===== src/hdl/blru_pkg.sv =====
package blru_pkg;

    localparam int ENTRIES    = 32;
    localparam int IDX_W      = $clog2(ENTRIES);
    localparam int KEY_W      = 32;
    localparam int BYTES_W    = 32;
    localparam int STAMP_W    = 64;
    localparam int KIND_W     = 3;
    localparam logic [BYTES_W-1:0] BUDGET_RST = BYTES_W'(67108864);

    typedef enum logic [KIND_W-1:0] {
        KIND_HIT    = 3'd0,
        KIND_INSERT = 3'd1,
        KIND_BYPASS = 3'd2,
        KIND_FAIL   = 3'd3,
        KIND_EVICT  = 3'd4
    } t_kind;

    typedef enum logic [1:0] {
        ST_IDLE,
        ST_SCAN,
        ST_DECIDE
    } t_state;

    // table update command
    typedef struct packed {
        logic                ins;
        logic                stamp_wr;
        logic                evict;
        logic [IDX_W-1:0]    addr;
        logic [KEY_W-1:0]    key;
        logic [BYTES_W-1:0]  size;
        logic [STAMP_W-1:0]  stamp;
    } t_st_cmd;

    // outcome of one table pass
    typedef struct packed {
        logic                hit;
        logic [IDX_W-1:0]    hit_idx;
        logic [BYTES_W-1:0]  hit_size;
        logic                free;
        logic [IDX_W-1:0]    free_idx;
        logic                vic;
        logic [IDX_W-1:0]    vic_idx;
        logic [KEY_W-1:0]    vic_key;
        logic [BYTES_W-1:0]  vic_size;
    } t_scan_res;

endpackage


===== src/hdl/blru_store.sv =====
module blru_store (
    input  logic                              i_clk,
    input  logic                              i_rst_n,
    input  blru_pkg::t_st_cmd                 i_cmd,
    input  logic [blru_pkg::IDX_W-1:0]        i_rd_addr,
    output logic [blru_pkg::KEY_W-1:0]        o_rd_key,
    output logic [blru_pkg::BYTES_W-1:0]      o_rd_size,
    output logic [blru_pkg::STAMP_W-1:0]      o_rd_stamp,
    output logic [blru_pkg::ENTRIES-1:0]      o_valid
);

    logic [blru_pkg::KEY_W-1:0]   r_key_mem   [blru_pkg::ENTRIES];
    logic [blru_pkg::BYTES_W-1:0] r_size_mem  [blru_pkg::ENTRIES];
    logic [blru_pkg::STAMP_W-1:0] r_stamp_mem [blru_pkg::ENTRIES];
    logic [blru_pkg::KEY_W-1:0]   r_rd_key;
    logic [blru_pkg::BYTES_W-1:0] r_rd_size;
    logic [blru_pkg::STAMP_W-1:0] r_rd_stamp;
    logic [blru_pkg::ENTRIES-1:0] r_valid;
    logic [blru_pkg::ENTRIES-1:0] n_valid;

    always_ff @(posedge i_clk) begin
        if (i_cmd.ins) begin
            r_key_mem[i_cmd.addr]  <= i_cmd.key;
            r_size_mem[i_cmd.addr] <= i_cmd.size;
        end
        if (i_cmd.ins || i_cmd.stamp_wr) begin
            r_stamp_mem[i_cmd.addr] <= i_cmd.stamp;
        end
        r_rd_key   <= r_key_mem[i_rd_addr];
        r_rd_size  <= r_size_mem[i_rd_addr];
        r_rd_stamp <= r_stamp_mem[i_rd_addr];
    end

    always_comb begin
        n_valid = r_valid;
        if (i_cmd.ins) begin
            n_valid[i_cmd.addr] = 1'b1;
        end
        if (i_cmd.evict) begin
            n_valid[i_cmd.addr] = 1'b0;
        end
    end

    always_ff @(posedge i_clk) begin
        if (!i_rst_n) begin
            r_valid <= '0;
        end else begin
            r_valid <= n_valid;
        end
    end

    assign o_rd_key   = r_rd_key;
    assign o_rd_size  = r_rd_size;
    assign o_rd_stamp = r_rd_stamp;
    assign o_valid    = r_valid;

endmodule


===== config.mk =====
export PLATFORM = sky130hd
export DESIGN_NAME = blru_store
export DESIGN_NICKNAME = d
export VERILOG_FILES = /design/src/hdl/blru_pkg.sv /design/src/hdl/blru_store.sv
export SDC_FILE = /design/constraint.sdc
export NUM_CORES = 2
export LEC_CHECK = 0
export ABC_AREA = 0
export BUFFER_PORTS_ARGS = -buffer_cell sky130_fd_sc_hd__clkbuf_2
export CAP_MARGIN = 20
export CORE_MARGIN = 3
export CORE_UTILIZATION = 62
export DETAILED_ROUTE_END_ITERATION = 7
export PLACE_DENSITY = 0.79
export SYNTH_ARGS = -nofsm -noshare
export SYNTH_HDL_FRONTEND = slang
export SYNTH_SLANG_ARGS = --single-unit

===== constraint.sdc =====
create_clock -name i_clk -period 8.82 [get_ports i_clk]
set_clock_uncertainty 0.15 [all_clocks]
set_input_delay 0.441 -clock i_clk [delete_from_list [all_inputs] [get_ports i_clk]]
set_output_delay 0.441 -clock i_clk [all_outputs]
set_load 0.005 [all_outputs]

==> impl_metrics.csv <==
group,metric,value,unit
timing,whs,0.1216,ns
power_and_ir_drop,switching_share,20.99,%
cells_and_area,final_layout_size_suffix_gt1_share,27.97,%
clock_tree,holdBufCountCts,138,
global_routing,grt_first_pass_wirelength,602.1,mm
synth,synth_cell_type_count,34,
timing,final.min_clock_period,3.953,ns
timing,fin_crit_sh,44.82,%
floorplanning,die_x,508.7,microns
detailed_routing,dr_total_vias,79728,
floorplanning,fp-row-count,183,
synth,async_reset_ff_share,0,%
clock_tree,cts_buffer_depth,4,
floorplanning,dieArea,0.2588,sq mm
placement,dpl_worst_slack,4.239,ns
global_routing,overflow,0,
detailed_routing,via_per_inst,7.341,
global_routing,grt_usage,33.24,%
timing,fin_tns_setup,0,ns
critical_path,cp.required,9.51,ns
timing,worst_slack,4.867,ns
placement,place_area,0.1618,sq mm
clock_tree,cts.sinks,4256,
synth,synth_area,0.1567,sq mm
placement,dpl.hpwl,189.5,mm
detailed_routing,drt_iter0_drc,12365,
synth,synth_top_cells_by_area,"edfxtp_1, mux4_2, dfxtp_1",
critical_path,path_cells,"clkbuf_2 > buf_4 > nand2b_1 > or2_4 > buf_4 > buf_4 > o22ai_1 > nor4_1",
critical_path,max_stage_delay,0.83,ns
synth,synth_warnings,0,
critical_path,cp_top_family,"buffers and inverters",
placement,place_congestion,0.8007,
global_routing,grt_max_degree,143,
clock_tree,path_clk_slew,0.06,ns
cells_and_area,syn_to_final_growth,12.56,%
detailed_routing,drt-wirelength-per-cell,39.63,microns
placement,io_buffer_count,302,
floorplanning,start_util,62.67,%
clock_tree,cts_made_buffers,410,
floorplanning,coreArea,0.2500,sq mm
power_and_ir_drop,irDropWorstVdd,0.1790,mV
timing,slew_headroom,17.84,%
synth,synth_edf_count,4096,
critical_path,worst-setup-path-type,"in2reg",
cells_and_area,final_cell_mix,"edfxtp_1, mux4_2, o22ai_1",
cells_and_area,design_area,0.1764,sq mm
floorplanning,io_pins,303,
run,drv_cap,0,
clock_tree,clk_latency,0.98,ns
synth,syn_inst,6564,
global_routing,grt_pass1_vias,80628,
detailed_routing,remaining_drc_errors,0,
synth,synth_fp_nets,6707,
critical_path,critPathLaunchType,"input pin",
timing,hold_violations,0,
detailed_routing,ant_nets,0,
critical_path,cp_num_buf_inv,4,
status,status,"complete, no violations",
clock_tree,tritoncts,"built",
synth,synth-seq-area-share,80.53,%
clock_tree,cts_resized,0,
critical_path,crit_top_cell,"buf_4",
critical_path,arrival,4.64,ns
synth,yosysTopAreaCellShare,78.49,%
synth,avgSynthCellArea,23.87,sq um
timing,setup_viol_count_final,0,
power_and_ir_drop,powerDensity,238.4,mW/mm^2
floorplanning,die_h,508.7,microns
timing,worst_pin_slew,1.232,ns
power_and_ir_drop,power_frac_seq,54.0,%
critical_path,path_max_fanout,39,
power_and_ir_drop,clock_power_share,41.5,%
power_and_ir_drop,p_comb_share,4.4,%
synth,ys_seq_elements,4256,
timing,slew_viol_final,0,
global_routing,antenna_found_initial,40,
clock_tree,post_cts_buffers,0,
clock_tree,cts-root-buf,"clkbuf_16",
power_and_ir_drop,total_leakage_power,55.36,nW
detailed_routing,routed_wl,430.4,mm
timing,fmax,252.9,MHz
detailed_routing,dr.pass1.iters,6,
critical_path,cp_slowest_cell,"or2_4",
power_and_ir_drop,p_switching,8.825,mW
timing,rsz0062_at_grt,"false",
critical_path,endpoint_kind,"flip-flop",
cells_and_area,final_common_cell,"edfxtp_1",
synth,yosys.area.top_type,"edfxtp_1",
clock_tree,htree_levels,5,
cells_and_area,fin_nets,7334,
synth,synth_flop_cell,"edfxtp_1",
power_and_ir_drop,p_int,33.22,mW
min_path,min_path_type,"in2reg",
## flip-flops by register name, summed over array words and instances (netlist names)
name	count
r_key_mem	1024
r_stamp_mem	2048
o_rd_stamp	64
o_valid	32
r_size_mem	1024
o_rd_key	32
o_rd_size	32
## power by group through the flow
stage                     clock [mW]  combinational [mW]  sequential, mW
after CTS                       17.5                1.85            22.7
after floorplan                    0                1.03            23.0
after detailed placement           0                1.74            23.1
final                           17.5                1.86            22.7
after global placement             0                1.69            23.1
after global routing            18.2                1.96            22.7
## per-stage QoR
| stage | power, mW | util (%) | std cells |
|---|---|---|---|
| 2_1_floorplan | 24.06 | - | 6564 |
| 3_3_place_gp | 24.78 | 64.73 | 9971 |
| 3_5_place_dp | 24.86 | 64.73 | 9971 |
| 4_1_cts | 42.11 | 70.53 | 10841 |
| 5_1_grt | 42.92 | 70.54 | 10851 |
| 6_report | 42.05 | 70.55 | 10860 |
## worst register-to-register path, cell delays in order (launching register included)
cell and delay [ns]:
edfxtp_1 0.37, mux4_2 0.45, a22oi_1 0.38, nand4_1 0.23
## Yosys cell counts, types with 28 or more instances
library cell	number
dfxtp_1	160
a21oi_1	43
buf_4	63
mux4_2	996
buf_2	107
clkbuf_1	132
buf_6	47
nor3_1	34
a22oi_1	28
nor4_1	120
mux2i_1	56
and2_1	32
a211oi_1	29
o22ai_1	484
nor2_1	35
edfxtp_1	4096
## layer usage
layer,part of all wire (%),GRT usage (%),vias to the layer above
li1,-,-,29683
met1,32,42.95,41301
met2,50,53.74,7185
met3,12,6.700,1543
met4,6.6,18.76,16
met5,0.024,0,-
## worst paths after layout
kind | start | slack [ns] | cells after the start | end
setup / recovery | i_rd_addr[1] | 4.87 | 8 | o_rd_stamp[50]
hold / removal | i_cmd[131] | 0.12 | 3 | r_stamp_mem[4][44]
setup reg to reg | r_stamp_mem[26][44] | 7.06 | 3 | o_rd_stamp[44]
hold reg to reg | o_valid[2] | 0.35 | 1 | o_valid[2]
## logic make-up (layout without fill, tap and decap cells)
group,Yosys count,count (layout),synth area share (%)
AOI/OAI and AO/OA,590,590,2.369
muxes,1052,1052,14.67
and+or+nand+nor,290,290,1.048
other,0,19,0
buffers and inverters,376,1323,1.378
DFF,4256,4256,80.53
## cell type report
type	instances	area, sq um
Timing Repair Buffer	590	4219
Fill cell	13590	73640
Clock inverter	191	1946
Tap cell	3330	4167
Clock buffer	541	11180
Inverter	1	3.754
Antenna cell	19	47.55
Multi-Input combinational cell	1932	28630
Sequential cell	4256	126200
Note: power is estimated with default switching activity, not from simulation.
