## config.mk

```make
export PLATFORM = sky130hd
export DESIGN_NAME = blru_scan
export DESIGN_NICKNAME = d
export VERILOG_FILES = /design/src/hdl/blru_pkg.sv /design/src/hdl/blru_scan.sv
export SDC_FILE = /design/constraint.sdc
export NUM_CORES = 1
export LEC_CHECK = 0
export BUFFER_PORTS_ARGS = -buffer_cell sky130_fd_sc_hd__buf_2
export CAP_MARGIN = 10
export CORE_UTILIZATION = 52
export DETAILED_ROUTE_END_ITERATION = 16
export HOLD_SLACK_MARGIN = 0.12
export PLACE_DENSITY = 0.83
export SLEW_MARGIN = 5
export SYNTH_ARGS = -nofsm -noshare
export SYNTH_HDL_FRONTEND = slang
export SYNTH_SLANG_ARGS = --single-unit
```

## constraint.sdc

```tcl
create_clock -name i_clk -period 10.9 [get_ports i_clk]
set_clock_uncertainty 0.05 [all_clocks]
set_input_delay 0.545 -clock i_clk [delete_from_list [all_inputs] [get_ports i_clk]]
set_output_delay 0.545 -clock i_clk [all_outputs]
set_load 0.01 [all_outputs]
```

## src/hdl/blru_pkg.sv

```systemverilog
package blru_pkg;

    localparam int ENTRIES    = 32;
    localparam int IDX_W      = $clog2(ENTRIES);
    localparam int KEY_W      = 32;
    localparam int BYTES_W    = 32;
    localparam int STAMP_W    = 64;
    localparam int KIND_W     = 3;
    localparam logic [BYTES_W-1:0] BUDGET_RST = BYTES_W'(67108864);

    typedef enum logic [KIND_W-1:0] {
        KIND_HIT    = 3'd0,
        KIND_INSERT = 3'd1,
        KIND_BYPASS = 3'd2,
        KIND_FAIL   = 3'd3,
        KIND_EVICT  = 3'd4
    } t_kind;

    typedef enum logic [1:0] {
        ST_IDLE,
        ST_SCAN,
        ST_DECIDE
    } t_state;

    // table update command
    typedef struct packed {
        logic                ins;
        logic                stamp_wr;
        logic                evict;
        logic [IDX_W-1:0]    addr;
        logic [KEY_W-1:0]    key;
        logic [BYTES_W-1:0]  size;
        logic [STAMP_W-1:0]  stamp;
    } t_st_cmd;

    // outcome of one table pass
    typedef struct packed {
        logic                hit;
        logic [IDX_W-1:0]    hit_idx;
        logic [BYTES_W-1:0]  hit_size;
        logic                free;
        logic [IDX_W-1:0]    free_idx;
        logic                vic;
        logic [IDX_W-1:0]    vic_idx;
        logic [KEY_W-1:0]    vic_key;
        logic [BYTES_W-1:0]  vic_size;
    } t_scan_res;

endpackage

```

## src/hdl/blru_scan.sv

```systemverilog
module blru_scan (
    input  logic                              i_clk,
    input  logic                              i_rst_n,
    input  logic                              i_start,
    input  logic [blru_pkg::KEY_W-1:0]        i_key,
    input  logic [blru_pkg::ENTRIES-1:0]      i_valid,
    input  logic [blru_pkg::KEY_W-1:0]        i_rd_key,
    input  logic [blru_pkg::BYTES_W-1:0]      i_rd_size,
    input  logic [blru_pkg::STAMP_W-1:0]      i_rd_stamp,
    output logic [blru_pkg::IDX_W-1:0]        o_rd_addr,
    output logic                              o_done,
    output blru_pkg::t_scan_res               o_res
);

    localparam logic [blru_pkg::IDX_W-1:0] LAST_IDX = blru_pkg::IDX_W'(blru_pkg::ENTRIES - 1);

    logic                         r_busy;
    logic                         n_busy;
    logic [blru_pkg::IDX_W-1:0]   r_addr;
    logic [blru_pkg::IDX_W-1:0]   n_addr;
    logic                         r_eval;
    logic [blru_pkg::IDX_W-1:0]   r_eval_idx;
    logic                         r_done;
    blru_pkg::t_scan_res          r_res;
    blru_pkg::t_scan_res          n_res;
    logic [blru_pkg::STAMP_W-1:0] r_vic_stamp;
    logic [blru_pkg::STAMP_W-1:0] n_vic_stamp;
    logic                         eval_v;
    logic                         key_eq;
    logic                         stamp_lt;

    assign eval_v   = i_valid[r_eval_idx];
    assign key_eq   = (i_rd_key == i_key);
    assign stamp_lt = (i_rd_stamp < r_vic_stamp);

    always_comb begin
        n_busy = r_busy;
        n_addr = r_addr;
        if (i_start) begin
            n_busy = 1'b1;
            n_addr = '0;
        end else if (r_busy) begin
            n_addr = r_addr + blru_pkg::IDX_W'(1);
            if (r_addr == LAST_IDX) begin
                n_busy = 1'b0;
            end
        end
    end

    always_comb begin
        n_res       = r_res;
        n_vic_stamp = r_vic_stamp;
        if (i_start) begin
            n_res.hit  = 1'b0;
            n_res.free = 1'b0;
            n_res.vic  = 1'b0;
        end else if (r_eval) begin
            if (eval_v && key_eq && !r_res.hit) begin
                n_res.hit      = 1'b1;
                n_res.hit_idx  = r_eval_idx;
                n_res.hit_size = i_rd_size;
            end
            if (!eval_v && !r_res.free) begin
                n_res.free     = 1'b1;
                n_res.free_idx = r_eval_idx;
            end
            // strict less-than keeps the lowest slot on equal stamps
            if (eval_v && (!r_res.vic || stamp_lt)) begin
                n_res.vic      = 1'b1;
                n_res.vic_idx  = r_eval_idx;
                n_res.vic_key  = i_rd_key;
                n_res.vic_size = i_rd_size;
                n_vic_stamp    = i_rd_stamp;
            end
        end
    end

    always_ff @(posedge i_clk) begin
        if (!i_rst_n) begin
            r_busy <= 1'b0;
            r_eval <= 1'b0;
            r_done <= 1'b0;
            r_res  <= '0;
        end else begin
            r_busy <= n_busy;
            r_eval <= r_busy && !i_start;
            r_done <= r_eval && !i_start && (r_eval_idx == LAST_IDX);
            r_res  <= n_res;
        end
    end

    always_ff @(posedge i_clk) begin
        r_addr      <= n_addr;
        r_eval_idx  <= r_addr;
        r_vic_stamp <= n_vic_stamp;
    end

    assign o_rd_addr = r_addr;
    assign o_done    = r_done;
    assign o_res     = r_res;

endmodule
```

==> impl_metrics.tcl <==
set metrics [dict create \
    cts.repair.resized 0 \
    intPower_mw 1.12 \
    clock.fmax_ghz 0.267 \
    initial_core_util 0.540 \
    cts_tree "done" \
    dieArea_mm2 0.0172 \
    ys_warn_count 0 \
    overflow 0 \
    post_cts_buffers 0 \
    insertion_delay_ps 420 \
    clk_pin_slew_ps 70 \
    first_global_vias 6879 \
    yosys.cell_count.top_type "nand2_1" \
    netlist_area_mm2 0.00867 \
    drc 0 \
    cp-end-kind "flip-flop" \
    synth-main-ff-cell "dfxtp_1" \
    hp-class "input port to flip-flop" \
    slowest_delay_ps 800 \
    fin_cells 1353 \
    ios 315 \
    endpoint "o_res[7]" \
    r2r-end "o_res[7]" \
    cts_hold_buf 0 \
    crit_top_cell "a21o_1" \
    die_h_um 131 \
    fp.dieW_um 131 \
    async_reset_ff_frac 0 \
    cpLargestDelayFamily "compound AO/OA/AOI/OAI gates" \
    max-slew-margin-rel 0.307 \
    status "complete, no violations" \
    track_usage 0.261 \
    pwr-share-clk 0.403 \
    power_frac_comb 0.089 \
    gp_congestion 0.864 \
    finalSetupViolCount 0 \
    seqPwrFrac 0.508 \
    final_max_slew_viol_count 0 \
    h-tree-depth 4 \
    syn-num-nets 1090 \
    fillerInstances 1273 \
    setup_tns_ps 0 \
    drt-total-wl_um 22100 \
    core_mm2 0.0161 \
    cts.path.max_buffers 2 \
    hold_slack_ps 260 \
    viasPerCell 5.21 \
    p_leak_nw 5.06 \
    num_rows 46 \
    diodes 0 \
    multi_input_area_mm2 0.00379 \
    seq_area_frac_synth 0.515 \
    cp_cell_sequence "inv_1 -> ha_1 -> a21o_1 -> a21o_1 -> a221oi_1 -> o21ai_1 -> a311oi_1 -> o2111ai_1 -> a211oi_4 -> buf_4 -> mux2i_1" \
    netSwitchingFraction 0.240 \
    cap_violations 0 \
    ys_seq_elements 191 \
    min_from "i_rd_stamp[29]" \
    worstRegToRegCells 11 \
    routedWlPerCell_um 16.3 \
    synth_area_per_cell_um2 10.4 \
    dr_total_vias 7048 \
    antenna_found_initial 0 \
    syn_inst 830 \
    netlist.area_leader.share 0.293 \
    portBuffers 314 \
    cp_num_buf_inv 2 \
    synthTopCellsByArea "dfxtp_1 (29%), edfxtp_1 (22%), ha_1 (9.4%)" \
    power.density_mw_per_mm2 135 \
    synth_cell_types 42 \
    ir_drop_uv 111 \
    syn2layout_area_growth_pct 26.2 \
    rsz0062_at_grt "false" \
    cts_made_buffers 17 \
    critPathArrivalTime_ps 4040 \
    ff_latch_area_mm2 0.00446 \
    r2r_slack_ps 7150 \
    fin_nets 1385 \
    path_depth 11 \
    dpl.cell_count 1322 \
    crit_slowest_cell "buf_4" \
    initialDrtViolationCount 427 \
    hold_violations 0 \
    drive_above_1_share 0.320 \
    cts_root_buffer "clkbuf_16" \
    rr_startpoint "r_vic_stamp[9]" \
    crit_start "r_vic_stamp[9]" \
    firstDrtPassIters 4 \
    power.switching_mw 0.354 \
    start_kind "flip-flop" \
    grt_pass1_wl_um 34700 \
    grt_max_degree 107 \
    dp_hpwl_um 16700 \
    antenna_left 0 \
    tightest_slew_ps 1040 \
    synth_area_leader_cell "dfxtp_1" \
    worstPathMaxFanout 58 \
    clock-sinks 191 \
    finalCriticalPeriod_ps 3750 \
    worstPathRequired_ps 11190 \
    synth_commonest_cells "nand2_1 (153), dfxtp_1 (127), mux2i_1 (76)" \
    crit_type "flip-flop to flip-flop" \
    finalCritPeriodShare 0.344 \
    synth_edf_count 64 \
]
## layer usage
| metal | share of wire | GRT usage | vias up |
|---|---|---|---|
| met1 | 0.41 | 0.299 | 3262 |
| met2 | 0.50 | 0.457 | 279 |
| met4 | 0.030 | 0.118 | 0 |
| met5 | 0 | 0 | - |
| li1 | - | - | 3461 |
| met3 | 0.064 | 0.0640 | 46 |
## cells by family after synthesis
group	count (synthesis)	share of synthesized area
XOR/XNOR	35	0.0354
adder cells (fa/ha/maj)	65	0.0938
flip-flops	191	0.515
AO/OA/AOI/OAI	90	0.0613
buffers and inverters	108	0.0497
multiplexers	87	0.116
AND/OR/NAND/NOR	254	0.128
## cell usage in the layout (no fill, tap or decap), drive strengths merged, types with 8 or more instances in the layout
cell	count
a21oi	18
nand3	42
dfxtp	127
inv	73
edfxtp	64
ha	65
o21ai	46
xor2	30
nor2	16
buf	318
mux4	10
clkbuf	19
nand4	14
mux2i	77
nor4	8
nand2	153
## through the flow
stage | worst slack (ps) | power (mW) | area [um^2] | util
4_1_cts | 7130 | 1.49 | 10900 | 0.681
3_3_place_gp | 6970 | 0.891 | 10400 | 0.646
2_1_floorplan | 7190 | 0.831 | 8670 | -
3_5_place_dp | 6850 | 0.896 | 10400 | 0.646
6_report | 7150 | 1.48 | 10900 | 0.681
5_1_grt | 6930 | 1.53 | 10900 | 0.681
## cell type report
type	instances	area share
sequential	191	0.408
multi-input combinational	531	0.346
clock buffer	19	0.0424
clock inverter	12	0.00892
tap	216	0.0247
inverter	66	0.0227
timing repair buffer	318	0.147
## power by group through the flow
stage                     Clock (mW)  Combinational [mW]  Sequential (mW)
after global placement             0               0.126            0.765
after CTS                      0.606               0.131            0.749
after global routing           0.635               0.145            0.750
after floorplan                    0              0.0677            0.763
after detailed placement           0               0.130            0.766
final                          0.595               0.131            0.749
## registers in the layout, indices dropped and copies added, names as in the netlist
name	flops
o_done	1
o_rd_addr	5
o_res	114
r_busy	1
r_eval	1
r_eval_idx	5
r_vic_stamp	64
## worst min-delay path by stage
stage	cells past startpoint	slack (ps)	to
after floorplan	0	360	r_eval_idx[4]
after global placement	0	330	r_eval_idx[4]
after detailed placement	0	330	r_eval_idx[4]
after CTS	1	240	r_vic_stamp[34]
after global routing	1	240	r_vic_stamp[29]
final	1	260	r_vic_stamp[29]
Note: power is estimated with default switching activity, not from simulation.
